## src/rtnp_pkg.sv

```systemverilog
// ============================================================================
// Ringtone text note parser package
// Word types, parser state, controller command and status, and constants.
// ============================================================================
package rtnp_pkg;

    // Input word: one character of the ringtone text
    typedef struct packed {
        logic [7:0] tune_byte;
        logic       first_byte;
        logic       last_byte;
    } tune_word_t;

    // Output word: one parsed note or an end-of-text marker
    typedef struct packed {
        logic        note_present;
        logic [15:0] frequency_hz;
        logic [15:0] duration_ms;
        logic [3:0]  gap_ms;
        logic        tune_done;
    } note_word_t;

    typedef enum logic [1:0] {
        SEC_NAME,
        SEC_HEADER,
        SEC_NOTES
    } section_t;

    typedef enum logic [1:0] {
        KEY_NONE,
        KEY_LEN,
        KEY_OCT,
        KEY_BPM
    } hkey_t;

    typedef enum logic [2:0] {
        PH_SKIP,
        PH_DUR,
        PH_SHARP,
        PH_DOT1,
        PH_OCT,
        PH_DOT2,
        PH_TAIL
    } phase_t;

    // Parser state held between text words
    typedef struct packed {
        section_t    section;
        hkey_t       hkey;
        logic [15:0] hval;
        logic [7:0]  dlen;
        logic [7:0]  doct;
        logic [15:0] tempo;
        phase_t      phase;
        logic [7:0]  nlen;
        logic [7:0]  nletter;
        logic        sharp;
        logic        dot;
        logic        begun;
        logic [3:0]  noct;
    } parse_state_t;

    localparam logic [7:0]  DefLength  = 8'd4;
    localparam logic [7:0]  DefOctave  = 8'd6;
    localparam logic [15:0] DefTempo   = 16'd63;
    localparam logic [17:0] DefWholeMs = 18'd3809;

    // 60000 ms per minute times four beats per whole note
    localparam logic [17:0] WholeBaseMs = 18'd240000;

    localparam logic [18:0] GapThreshMs = 19'd50;
    localparam logic [3:0]  GapLongMs   = 4'd15;
    localparam logic [3:0]  GapShortMs  = 4'd5;

    localparam int unsigned DividendW = 18;
    localparam int unsigned DivisorW  = 16;
    localparam int unsigned DivSteps  = DividendW;
    localparam int unsigned DivCntW   = $clog2(DivSteps + 1);

    localparam parse_state_t ParseReset = '{
        section: SEC_NAME,
        hkey:    KEY_NONE,
        hval:    16'd0,
        dlen:    DefLength,
        doct:    DefOctave,
        tempo:   DefTempo,
        phase:   PH_SKIP,
        nlen:    8'd0,
        nletter: 8'd0,
        sharp:   1'b0,
        dot:     1'b0,
        begun:   1'b0,
        noct:    4'd0
    };

    // Controller to datapath commands
    typedef struct packed {
        logic step;
        logic div_start;
        logic load_whole;
        logic load_out;
    } ctrl_cmd_t;

    // Datapath to controller status
    typedef struct packed {
        logic needs_div;
        logic has_result;
        logic pend_note;
        logic div_done;
        logic out_free;
    } ctrl_status_t;

    function automatic logic is_digit(input logic [7:0] c);
        return (c >= 8'h30) && (c <= 8'h39);
    endfunction

    function automatic logic [7:0] to_lower(input logic [7:0] c);
        return ((c >= 8'h41) && (c <= 8'h5A)) ? (c + 8'd32) : c;
    endfunction

    // Octave-4 pitch of a note letter, zero for a pause or unknown letter
    function automatic logic [8:0] base_pitch(input logic [7:0] letter, input logic sharp);
        logic [8:0] p;
        case (to_lower(letter))
            8'h63:   p = sharp ? 9'd277 : 9'd262;
            8'h64:   p = sharp ? 9'd311 : 9'd294;
            8'h65:   p = 9'd330;
            8'h66:   p = sharp ? 9'd370 : 9'd349;
            8'h67:   p = sharp ? 9'd415 : 9'd392;
            8'h61:   p = sharp ? 9'd466 : 9'd440;
            8'h62:   p = 9'd494;
            default: p = 9'd0;
        endcase
        return p;
    endfunction

endpackage

```

## src/rtnp_divider.sv

```systemverilog
// ============================================================================
// Ringtone text note parser serial divider
// Restoring unsigned divider, one quotient bit per cycle.
// ============================================================================
module rtnp_divider (
    input  logic                               clk,
    input  logic                               rst_n,
    input  logic                               start,
    input  logic [rtnp_pkg::DividendW-1:0]     dividend,
    input  logic [rtnp_pkg::DivisorW-1:0]      divisor,
    output logic                               done,
    output logic [rtnp_pkg::DividendW-1:0]     quotient
);

    logic [rtnp_pkg::DivCntW-1:0]   cnt_reg,  cnt_next;
    logic [rtnp_pkg::DivisorW-1:0]  rem_reg,  rem_next;
    logic [rtnp_pkg::DividendW-1:0] quo_reg,  quo_next;
    logic [rtnp_pkg::DivisorW-1:0]  dvs_reg,  dvs_next;
    logic [rtnp_pkg::DivisorW:0]    trial;
    logic [rtnp_pkg::DivisorW:0]    diff;

    // Shift in the next dividend bit and subtract where it fits
    always_comb
    begin
        cnt_next = cnt_reg;
        rem_next = rem_reg;
        quo_next = quo_reg;
        dvs_next = dvs_reg;
        trial    = {rem_reg, quo_reg[rtnp_pkg::DividendW-1]};
        diff     = trial - {1'b0, dvs_reg};
        if (start)
        begin
            cnt_next = rtnp_pkg::DivCntW'(rtnp_pkg::DivSteps);
            rem_next = '0;
            quo_next = dividend;
            dvs_next = divisor;
        end
        else if (cnt_reg != '0)
        begin
            cnt_next = cnt_reg - 1'b1;
            if (trial >= {1'b0, dvs_reg})
            begin
                rem_next = diff[rtnp_pkg::DivisorW-1:0];
                quo_next = {quo_reg[rtnp_pkg::DividendW-2:0], 1'b1};
            end
            else
            begin
                rem_next = trial[rtnp_pkg::DivisorW-1:0];
                quo_next = {quo_reg[rtnp_pkg::DividendW-2:0], 1'b0};
            end
        end
    end

    always_ff @(posedge clk or negedge rst_n)
    begin
        if (!rst_n)
        begin
            cnt_reg <= '0;
        end
        else
        begin
            cnt_reg <= cnt_next;
        end
    end

    // Hold operands and partial results
    always_ff @(posedge clk)
    begin
        rem_reg <= rem_next;
        quo_reg <= quo_next;
        dvs_reg <= dvs_next;
    end

    assign done     = (cnt_reg == '0);
    assign quotient = quo_reg;

endmodule

```

## src/rtnp_datapath.sv

```systemverilog
// ============================================================================
// Ringtone text note parser datapath
// Byte parser state, note capture, divider and output register.
// ============================================================================
module rtnp_datapath (
    input  logic                    clk,
    input  logic                    rst_n,
    input  rtnp_pkg::ctrl_cmd_t     cmd,
    input  rtnp_pkg::tune_word_t    text_word,
    input  logic                    note_ready,
    output rtnp_pkg::ctrl_status_t  status,
    output logic                    note_valid,
    output rtnp_pkg::note_word_t    note_word
);

    rtnp_pkg::parse_state_t  parse_reg, parse_next;
    logic [17:0]             whole_reg, whole_next;
    logic                    cap_present_reg;
    logic                    cap_done_reg;
    logic                    cap_dot_reg;
    logic [15:0]             cap_freq_reg;
    logic                    out_valid_reg;
    rtnp_pkg::note_word_t    out_word_reg;

    logic                    step_make;
    logic                    step_result;
    logic                    step_need_div;
    logic                    step_dot;
    logic [15:0]             step_freq;
    logic [17:0]             div_dividend;
    logic [15:0]             div_divisor;
    logic                    div_done;
    logic [17:0]             div_quotient;
    logic [18:0]             dur_full;

    // Work out the parser update for one text word
    always_comb
    begin
        rtnp_pkg::parse_state_t s;
        logic [7:0]  c;
        logic [7:0]  lc;
        logic [3:0]  dig;
        logic        handled;
        logic        cont;
        logic        emit_note;
        logic        latch_whole;
        logic [7:0]  len_eff;
        logic [7:0]  oct_eff;
        logic [7:0]  sh;
        logic [8:0]  base;

        c           = text_word.tune_byte;
        lc          = rtnp_pkg::to_lower(c);
        dig         = c[3:0];
        handled     = 1'b0;
        cont        = 1'b1;
        emit_note   = 1'b0;
        latch_whole = 1'b0;
        len_eff     = 8'd0;
        oct_eff     = 8'd0;
        sh          = 8'd0;
        base        = 9'd0;
        s           = text_word.first_byte ? rtnp_pkg::ParseReset : parse_reg;

        case (s.section)
            rtnp_pkg::SEC_NAME:
            begin
                if (c == 8'h3A)
                begin
                    s.section = rtnp_pkg::SEC_HEADER;
                end
            end
            rtnp_pkg::SEC_HEADER:
            begin
                // Accumulate or finish a pending key value
                if (s.hkey != rtnp_pkg::KEY_NONE)
                begin
                    if (rtnp_pkg::is_digit(c))
                    begin
                        s.hval  = (s.hval << 3) + (s.hval << 1) + {12'd0, dig};
                        s.begun = 1'b1;
                        handled = 1'b1;
                    end
                    else if (!s.begun && ((c == 8'h20) || (c == 8'h3D)))
                    begin
                        handled = 1'b1;
                    end
                    else
                    begin
                        if ((s.hkey == rtnp_pkg::KEY_LEN) && (s.hval[7:0] != 8'd0))
                        begin
                            s.dlen = s.hval[7:0];
                        end
                        else if ((s.hkey == rtnp_pkg::KEY_OCT) && (s.hval[7:0] != 8'd0))
                        begin
                            s.doct = s.hval[7:0];
                        end
                        else if ((s.hkey == rtnp_pkg::KEY_BPM) && (s.hval != 16'd0))
                        begin
                            s.tempo = s.hval;
                        end
                        s.hkey  = rtnp_pkg::KEY_NONE;
                        s.hval  = 16'd0;
                        s.sharp = 1'b0;
                        s.dot   = 1'b0;
                        s.begun = 1'b0;
                    end
                end
                // Look at the byte as a new header byte
                if (!handled)
                begin
                    if (c == 8'h3A)
                    begin
                        latch_whole = (s.tempo != 16'd0);
                        s.section   = rtnp_pkg::SEC_NOTES;
                        s.phase     = rtnp_pkg::PH_SKIP;
                        s.sharp     = 1'b0;
                        s.dot       = 1'b0;
                        s.begun     = 1'b0;
                    end
                    else if ((lc == 8'h64) || (lc == 8'h6F) || (lc == 8'h62))
                    begin
                        if (lc == 8'h64)
                        begin
                            s.hkey = rtnp_pkg::KEY_LEN;
                        end
                        else if (lc == 8'h6F)
                        begin
                            s.hkey = rtnp_pkg::KEY_OCT;
                        end
                        else
                        begin
                            s.hkey = rtnp_pkg::KEY_BPM;
                        end
                        s.hval  = 16'd0;
                        s.sharp = 1'b0;
                        s.dot   = 1'b0;
                        s.begun = 1'b0;
                    end
                end
            end
            default:
            begin
                // Walk the note phases, each may pass the byte on to the next
                if (s.phase == rtnp_pkg::PH_SKIP)
                begin
                    if ((c == 8'h20) || (c == 8'h2C))
                    begin
                        cont = 1'b0;
                    end
                    else
                    begin
                        s.nlen    = 8'd0;
                        s.nletter = 8'd0;
                        s.noct    = 4'd0;
                        s.sharp   = 1'b0;
                        s.dot     = 1'b0;
                        s.begun   = 1'b1;
                        s.phase   = rtnp_pkg::PH_DUR;
                    end
                end
                if (cont && (s.phase == rtnp_pkg::PH_DUR))
                begin
                    if (rtnp_pkg::is_digit(c))
                    begin
                        s.nlen = (s.nlen << 3) + (s.nlen << 1) + {4'd0, dig};
                    end
                    else
                    begin
                        s.nletter = c;
                        s.phase   = rtnp_pkg::PH_SHARP;
                    end
                    cont = 1'b0;
                end
                if (cont && (s.phase == rtnp_pkg::PH_SHARP))
                begin
                    s.phase = rtnp_pkg::PH_DOT1;
                    if (c == 8'h23)
                    begin
                        s.sharp = 1'b1;
                        cont    = 1'b0;
                    end
                end
                if (cont && (s.phase == rtnp_pkg::PH_DOT1))
                begin
                    s.phase = rtnp_pkg::PH_OCT;
                    if (c == 8'h2E)
                    begin
                        s.dot = 1'b1;
                        cont  = 1'b0;
                    end
                end
                if (cont && (s.phase == rtnp_pkg::PH_OCT))
                begin
                    s.phase = rtnp_pkg::PH_DOT2;
                    if (rtnp_pkg::is_digit(c))
                    begin
                        s.noct = dig;
                        cont   = 1'b0;
                    end
                end
                if (cont && (s.phase == rtnp_pkg::PH_DOT2))
                begin
                    s.phase = rtnp_pkg::PH_TAIL;
                    if (c == 8'h2E)
                    begin
                        s.dot = 1'b1;
                        cont  = 1'b0;
                    end
                end
                if (cont)
                begin
                    emit_note = (c == 8'h2C);
                end
            end
        endcase

        // A note is made on its comma, or on the last byte once begun
        step_make = emit_note ||
                    (text_word.last_byte && (s.section == rtnp_pkg::SEC_NOTES) &&
                     (s.phase != rtnp_pkg::PH_SKIP));

        // Note pitch and length from the state left by this byte
        len_eff = (s.nlen != 8'd0) ? s.nlen : s.dlen;
        if (len_eff == 8'd0)
        begin
            len_eff = 8'd1;
        end
        oct_eff = (s.noct != 4'd0) ? {4'd0, s.noct} : s.doct;
        base    = rtnp_pkg::base_pitch(s.nletter, s.sharp);
        if (oct_eff >= 8'd4)
        begin
            sh = oct_eff - 8'd4;
            if (sh >= 8'd16)
            begin
                step_freq = 16'd0;
            end
            else
            begin
                step_freq = {7'd0, base} << sh[3:0];
            end
        end
        else
        begin
            step_freq = {7'd0, base} >> (3'd4 - {1'b0, oct_eff[1:0]});
        end
        step_dot = s.dot;

        if (step_make)
        begin
            s.phase = rtnp_pkg::PH_SKIP;
            s.sharp = 1'b0;
            s.dot   = 1'b0;
            s.begun = 1'b0;
        end

        step_result   = step_make || text_word.last_byte;
        step_need_div = step_make || (latch_whole && !text_word.last_byte);

        // Pick the divider operands: note length or whole-note time
        if (step_make)
        begin
            div_dividend = whole_reg;
            div_divisor  = {8'd0, len_eff};
        end
        else
        begin
            div_dividend = rtnp_pkg::WholeBaseMs;
            div_divisor  = s.tempo;
        end

        parse_next = text_word.last_byte ? rtnp_pkg::ParseReset : s;
    end

    rtnp_divider u_divider (
        .clk      (clk),
        .rst_n    (rst_n),
        .start    (cmd.div_start),
        .dividend (div_dividend),
        .divisor  (div_divisor),
        .done     (div_done),
        .quotient (div_quotient)
    );

    // Whole-note time: reset on restart or end, latch at the header end
    always_comb
    begin
        whole_next = whole_reg;
        if (cmd.step)
        begin
            if (text_word.first_byte || text_word.last_byte)
            begin
                whole_next = rtnp_pkg::DefWholeMs;
            end
        end
        else if (cmd.load_whole)
        begin
            whole_next = div_quotient;
        end
    end

    always_ff @(posedge clk or negedge rst_n)
    begin
        if (!rst_n)
        begin
            parse_reg     <= rtnp_pkg::ParseReset;
            whole_reg     <= rtnp_pkg::DefWholeMs;
            out_valid_reg <= 1'b0;
        end
        else
        begin
            if (cmd.step)
            begin
                parse_reg <= parse_next;
            end
            whole_reg <= whole_next;
            if (cmd.load_out)
            begin
                out_valid_reg <= 1'b1;
            end
            else if (note_ready)
            begin
                out_valid_reg <= 1'b0;
            end
        end
    end

    // Capture the note fields of the word being worked on
    always_ff @(posedge clk)
    begin
        if (cmd.step)
        begin
            cap_present_reg <= step_make;
            cap_done_reg    <= text_word.last_byte;
            cap_dot_reg     <= step_dot;
            cap_freq_reg    <= step_freq;
        end
    end

    // Duration with the dotted half added, and the output word
    assign dur_full = {1'b0, div_quotient} +
                      (cap_dot_reg ? {2'b00, div_quotient[17:1]} : 19'd0);

    always_ff @(posedge clk)
    begin
        if (cmd.load_out)
        begin
            out_word_reg.tune_done <= cap_done_reg;
            if (cap_present_reg)
            begin
                out_word_reg.note_present <= 1'b1;
                out_word_reg.frequency_hz <= cap_freq_reg;
                out_word_reg.duration_ms  <= dur_full[15:0];
                out_word_reg.gap_ms       <= (dur_full > rtnp_pkg::GapThreshMs) ?
                                             rtnp_pkg::GapLongMs : rtnp_pkg::GapShortMs;
            end
            else
            begin
                out_word_reg.note_present <= 1'b0;
                out_word_reg.frequency_hz <= 16'd0;
                out_word_reg.duration_ms  <= 16'd0;
                out_word_reg.gap_ms       <= 4'd0;
            end
        end
    end

    assign status.needs_div  = step_need_div;
    assign status.has_result = step_result;
    assign status.pend_note  = cap_present_reg;
    assign status.div_done   = div_done;
    assign status.out_free   = !out_valid_reg || note_ready;

    assign note_valid = out_valid_reg;
    assign note_word  = out_word_reg;

endmodule

```

## src/rtnp_controller.sv

```systemverilog
// ============================================================================
// Ringtone text note parser controller
// Sequences text word acceptance, divider runs and result loads.
// ============================================================================
module rtnp_controller (
    input  logic                    clk,
    input  logic                    rst_n,
    input  logic                    text_valid,
    output logic                    text_ready,
    input  rtnp_pkg::ctrl_status_t  status,
    output rtnp_pkg::ctrl_cmd_t     cmd
);

    typedef enum logic [2:0] {
        ST_IDLE = 3'b001,
        ST_DIV  = 3'b010,
        ST_EMIT = 3'b100
    } ctrl_state_t;

    ctrl_state_t state_reg, state_next;

    // Decide commands and the next state
    always_comb
    begin
        state_next = state_reg;
        cmd        = '0;
        text_ready = 1'b0;
        case (state_reg)
            ST_IDLE:
            begin
                text_ready = 1'b1;
                if (text_valid)
                begin
                    cmd.step = 1'b1;
                    if (status.needs_div)
                    begin
                        cmd.div_start = 1'b1;
                        state_next    = ST_DIV;
                    end
                    else if (status.has_result)
                    begin
                        state_next = ST_EMIT;
                    end
                end
            end
            ST_DIV:
            begin
                if (status.div_done)
                begin
                    if (status.pend_note)
                    begin
                        state_next = ST_EMIT;
                    end
                    else
                    begin
                        cmd.load_whole = 1'b1;
                        state_next     = ST_IDLE;
                    end
                end
            end
            ST_EMIT:
            begin
                if (status.out_free)
                begin
                    cmd.load_out = 1'b1;
                    state_next   = ST_IDLE;
                end
            end
            default:
            begin
                state_next = ST_IDLE;
            end
        endcase
    end

    always_ff @(posedge clk or negedge rst_n)
    begin
        if (!rst_n)
        begin
            state_reg <= ST_IDLE;
        end
        else
        begin
            state_reg <= state_next;
        end
    end

endmodule

```

## src/ringtone_text_note_parser_core.sv

```systemverilog
// ============================================================================
// Ringtone text note parser core
// Streams ringtone text and returns one word per completed note or text end.
// ============================================================================
//
//  Channel   Direction  Handshake                Word
//  text      in         text_valid/text_ready    tune_word_t (byte, first, last)
//  note      out        note_valid/note_ready    note_word_t (note fields, done)
//
//  Ordinary bytes are taken without further work. The header-closing colon is
//  accepted, then the serial divider runs, then the quotient is latched as the
//  whole-note time. A note-ending comma or a final byte inside a note is accepted,
//  the divider runs, then the result is loaded. A final byte with no note pending
//  is accepted and its result loaded; each load waits for a free output register.
//  Reset returns to the name section with default length 4, octave 6 and tempo 63.
//  A stalled result is held in the output register while the next byte is taken;
//  a further result load waits until that word is accepted.
//
module ringtone_text_note_parser_core (
    input  logic                  clk,
    input  logic                  rst_n,
    input  logic                  text_valid,
    output logic                  text_ready,
    input  rtnp_pkg::tune_word_t  text_word,
    output logic                  note_valid,
    input  logic                  note_ready,
    output rtnp_pkg::note_word_t  note_word
);

    rtnp_pkg::ctrl_cmd_t    cmd;
    rtnp_pkg::ctrl_status_t status;

    rtnp_controller u_controller (
        .clk        (clk),
        .rst_n      (rst_n),
        .text_valid (text_valid),
        .text_ready (text_ready),
        .status     (status),
        .cmd        (cmd)
    );

    rtnp_datapath u_datapath (
        .clk        (clk),
        .rst_n      (rst_n),
        .cmd        (cmd),
        .text_word  (text_word),
        .note_ready (note_ready),
        .status     (status),
        .note_valid (note_valid),
        .note_word  (note_word)
    );

endmodule

```

## config.mk

```make
export PLATFORM = sky130hd
export DESIGN_NAME = ringtone_text_note_parser_core
export DESIGN_NICKNAME = d
export VERILOG_FILES = /design/src/rtnp_pkg.sv /design/src/rtnp_divider.sv /design/src/rtnp_datapath.sv /design/src/rtnp_controller.sv /design/src/ringtone_text_note_parser_core.sv
export SDC_FILE = /design/constraint.sdc
export NUM_CORES = 1
export LEC_CHECK = 0
export BUFFER_PORTS_ARGS = -buffer_cell sky130_fd_sc_hd__buf_2
export CAP_MARGIN = 20
export CORE_UTILIZATION = 55
export DETAILED_ROUTE_END_ITERATION = 7
export PLACE_DENSITY = 0.72
export REMOVE_ABC_BUFFERS = 1
export SYNTH_ARGS = -nofsm -noshare
export SYNTH_HDL_FRONTEND = slang
export SYNTH_SLANG_ARGS = --single-unit
```

## constraint.sdc

```tcl
create_clock -name clk -period 4.8 [get_ports clk]
set_input_delay 0.48 -clock clk [delete_from_list [all_inputs] [get_ports clk]]
set_output_delay 0.48 -clock clk [all_outputs]
set_load 0.01 [all_outputs]
```

==> flow_metrics.env <==
export IMPL_largest_register_ffs=78
export IMPL_use_met2=0.456
export IMPL_grt_pass1_vias=11300
export IMPL_via_count=11900
export IMPL_gr_total_overflow=0
export IMPL_synth_edf_count=89
export IMPL_grt_max_degree=56
export IMPL_fin_crit_sh=0.941
export IMPL_crit_chain="or4_1, o41a_1, nand3b_1, nor3_2, nor3_1, and4bb_1, nand2b_1, inv_2, ha_1, nand3_1, o41ai_1, a2bb2oi_2, nand2b_1, nor2_1, nand2_1, o311ai_1"
export IMPL_place_hpwl_um=26400
export IMPL_cp_arrival_ns=4.86
export IMPL_endpoint_kind="register"
export IMPL_drive_above_1_share=0.144
export IMPL_critPathKind="reg2reg"
export IMPL_cts_buffer_depth=3
export IMPL_placement_io_buffers=53
export IMPL_fmax_ghz=0.221
export IMPL_root_buffer="clkbuf_16"
export IMPL_worst_pin_slew_ns=0.967
export IMPL_io_pins=54
export IMPL_r2r_cells=16
export IMPL_cp_start_kind="register"
export IMPL_path_max_fanout=7
export IMPL_p_leak_nw=6.60
export IMPL_p_per_area_nw_per_um2=375
export IMPL_drc=0
export IMPL_ys_types=113
export IMPL_ys_seq_area_frac=0.397
export IMPL_maxSlewHeadroom=0.355
export IMPL_hold_ws_ns=0.0399
export IMPL_die_area_um2=26500
export IMPL_mostFrequentLayoutCells="nand2_1, nor2_1, a21oi_1, edfxtp_1, dfrtp_1"
export IMPL_core_area_um2=25300
export IMPL_cts_sinks=210
export IMPL_clock_skew_ns=0.0136
export IMPL_dr_pass1_iters=5
export IMPL_layout_commonest_cell="nand2_1"
export IMPL_globalRouteMet1Util=0.392
export IMPL_maxCapViolCount=0
export IMPL_clkLatencyLatePin_ns=0.52
export IMPL_cts_hold_buf=0
export IMPL_final_design_area_no_fill_um2=15700
export IMPL_gp_congestion=0.952
export IMPL_setup_viol=0
export IMPL_crit_family="simple AND/OR/NAND/NOR gates"
export IMPL_rsz0062_at_grt="false"
export IMPL_cp_required_ns=5.14
export IMPL_numCtsBuffers=24
export IMPL_post_cts_buffers=0
export IMPL_totalWireLength_um=36300
export IMPL_irDropWorstVdd_v=0.000330
export IMPL_slowest_stage="or4_1"
export IMPL_path_buf_inv=1
export IMPL_ctsResizeCount=0
export IMPL_synthArstFlopShare=0.500
export IMPL_synth_ff_type="edfxtp_1"
export IMPL_status="complete, no violations"
export IMPL_netlist_area_um2=14200
export IMPL_ys_ff_latch=210
export IMPL_synth_cells=1512
export IMPL_synthToLayoutAreaGrowth_pct=10.8
export IMPL_dp_cells=1880
export IMPL_die_w_um=163
export IMPL_h_tree_depth=1
export IMPL_met3_usage=0.0303
export IMPL_fill_cells=2132
export IMPL_ant_nets=0
export IMPL_avgSynthCellArea_um2=9.39
export IMPL_place_area_um2=15000
export IMPL_grt_pass1_wl_um=59200
export IMPL_start_util=0.562
export IMPL_yosys_warnings=0
export IMPL_finalCriticalPeriod_ns=4.52
export IMPL_final_hold_viol_count=0
export IMPL_cpMostUsedCell="nand2b_1"
export IMPL_row_count=58
export IMPL_clk_pin_slew_ns=0.07
export IMPL_hold_path_class="in2async"
export IMPL_cts_tree="yes"
export IMPL_antenna_found_initial=0
export IMPL_slew_violations=0
export IMPL_antenna_cells=0
export IMPL_grt_busiest_layer="met2"
export IMPL_cp_num_cells=16
export IMPL_fin_nets=1671
export IMPL_viasPerCell=6.16
export IMPL_drtIter0Drc=940
export IMPL_wl_per_cell_um=18.9
export IMPL_finalNonFillerCells=1924
export IMPL_grt_usage=0.277
export IMPL_slowest_delay_ns=0.65
export IMPL_die_height_um=163
## cell usage after synthesis, types with 15 or more instances
cell type / count / share of area
and2_1: 57 / 0.025
mux2i_1: 22 / 0.016
a22o_1: 63 / 0.039
dfrtp_1: 88 / 0.16
xnor2_1: 35 / 0.022
dfstp_2: 17 / 0.031
a21oi_1: 94 / 0.033
o21a_1: 17 / 0.0090
edfxtp_1: 89 / 0.19
o21ai_0: 79 / 0.028
nor3_1: 32 / 0.011
dfxtp_1: 16 / 0.023
o21ai_1: 15 / 0.0053
and3_1: 19 / 0.0084
o22a_1: 15 / 0.0093
nor2b_1: 31 / 0.014
ha_1: 75 / 0.066
nand3_1: 20 / 0.0071
nand2_1: 144 / 0.038
a21o_1: 16 / 0.0085
o211ai_1: 20 / 0.011
xor2_1: 17 / 0.010
inv_1: 55 / 0.015
a211oi_1: 16 / 0.0085
clkbuf_1: 49 / 0.013
nor2_1: 127 / 0.034
a22oi_1: 21 / 0.011
## layer usage
layer | up-vias | part of all wire
li1 | 5743 | -
met5 | - | 0
met1 | 5660 | 0.46
met3 | 46 | 0.057
met4 | 0 | 0.015
met2 | 408 | 0.47
## final timing paths
kind,from,to,slack (ns)
worst max-delay path,u_datapath.parse_reg[59],u_datapath.cap_freq_reg[7],0.28
worst min-delay path,rst_n,u_datapath.parse_reg[68],0.04
worst max register to register,u_datapath.parse_reg[59],u_datapath.cap_freq_reg[7],0.28
worst min register to register,u_datapath.cap_done_reg,u_datapath.note_word[0],0.44
max in group asynchronous,rst_n,u_datapath.u_divider.cnt_reg[3],3.60
min in group clk,note_ready,u_datapath.note_valid,0.27
## where the power goes
part	switching (W)	internal, W	total, W
sequential	0.000181	0.00217	0.00235
clock	0.000732	0.000966	0.00170
combinational	0.000996	0.000862	0.00186
## stage by stage
stage | setup TNS [ns] | util | total power [W] | setup WS (ns)
2_1_floorplan | 0 | - | 0.00379 | 0.409
5_1_grt | 0 | 0.623 | 0.00627 | 0.0679
3_5_place_dp | -0.00766 | 0.594 | 0.00424 | -0.00766
3_3_place_gp | 0 | 0.594 | 0.00418 | 0.164
4_1_cts | 0 | 0.623 | 0.00595 | 0.316
6_report | 0 | 0.623 | 0.00591 | 0.284
## kinds of logic (layout without fill, tap and decap cells)
| kind of cell | Yosys count | count (layout) | synth area share |
|---|---|---|---|
| AOI/OAI and AO/OA | 478 | 478 | 0.244 |
| xor gates and xnor gates | 52 | 52 | 0.0321 |
| adders and majority gates | 81 | 81 | 0.0746 |
| buffers and inverters | 135 | 217 | 0.0399 |
| DFF | 210 | 210 | 0.397 |
| muxes | 27 | 27 | 0.0195 |
| and+or+nand+nor | 529 | 529 | 0.193 |
## worst reg2reg max path: stages (launching register included)
cell,delay [ns]
dfrtp_1,0.46
or4_1,0.65
o41a_1,0.42
nand3b_1,0.13
nor3_2,0.11
nor3_1,0.17
and4bb_1,0.24
nand2b_1,0.16
inv_2,0.15
ha_1,0.26
nand3_1,0.10
o41ai_1,0.44
a2bb2oi_2,0.16
nand2b_1,0.26
nor2_1,0.44
nand2_1,0.11
o311ai_1,0.10
## area by class of cell
cell class                      instances  area (µm²)  area share
Clock buffer                           32         662      0.0421
Timing Repair Buffer                  113         731      0.0464
Multi-Input combinational cell       1167        7990       0.508
Sequential cell                       210        5640       0.359
Clock inverter                         12        61.3     0.00390
Tap cell                              330         413      0.0262
Inverter                               60         233      0.0148
(Power assumes the default switching activity.)
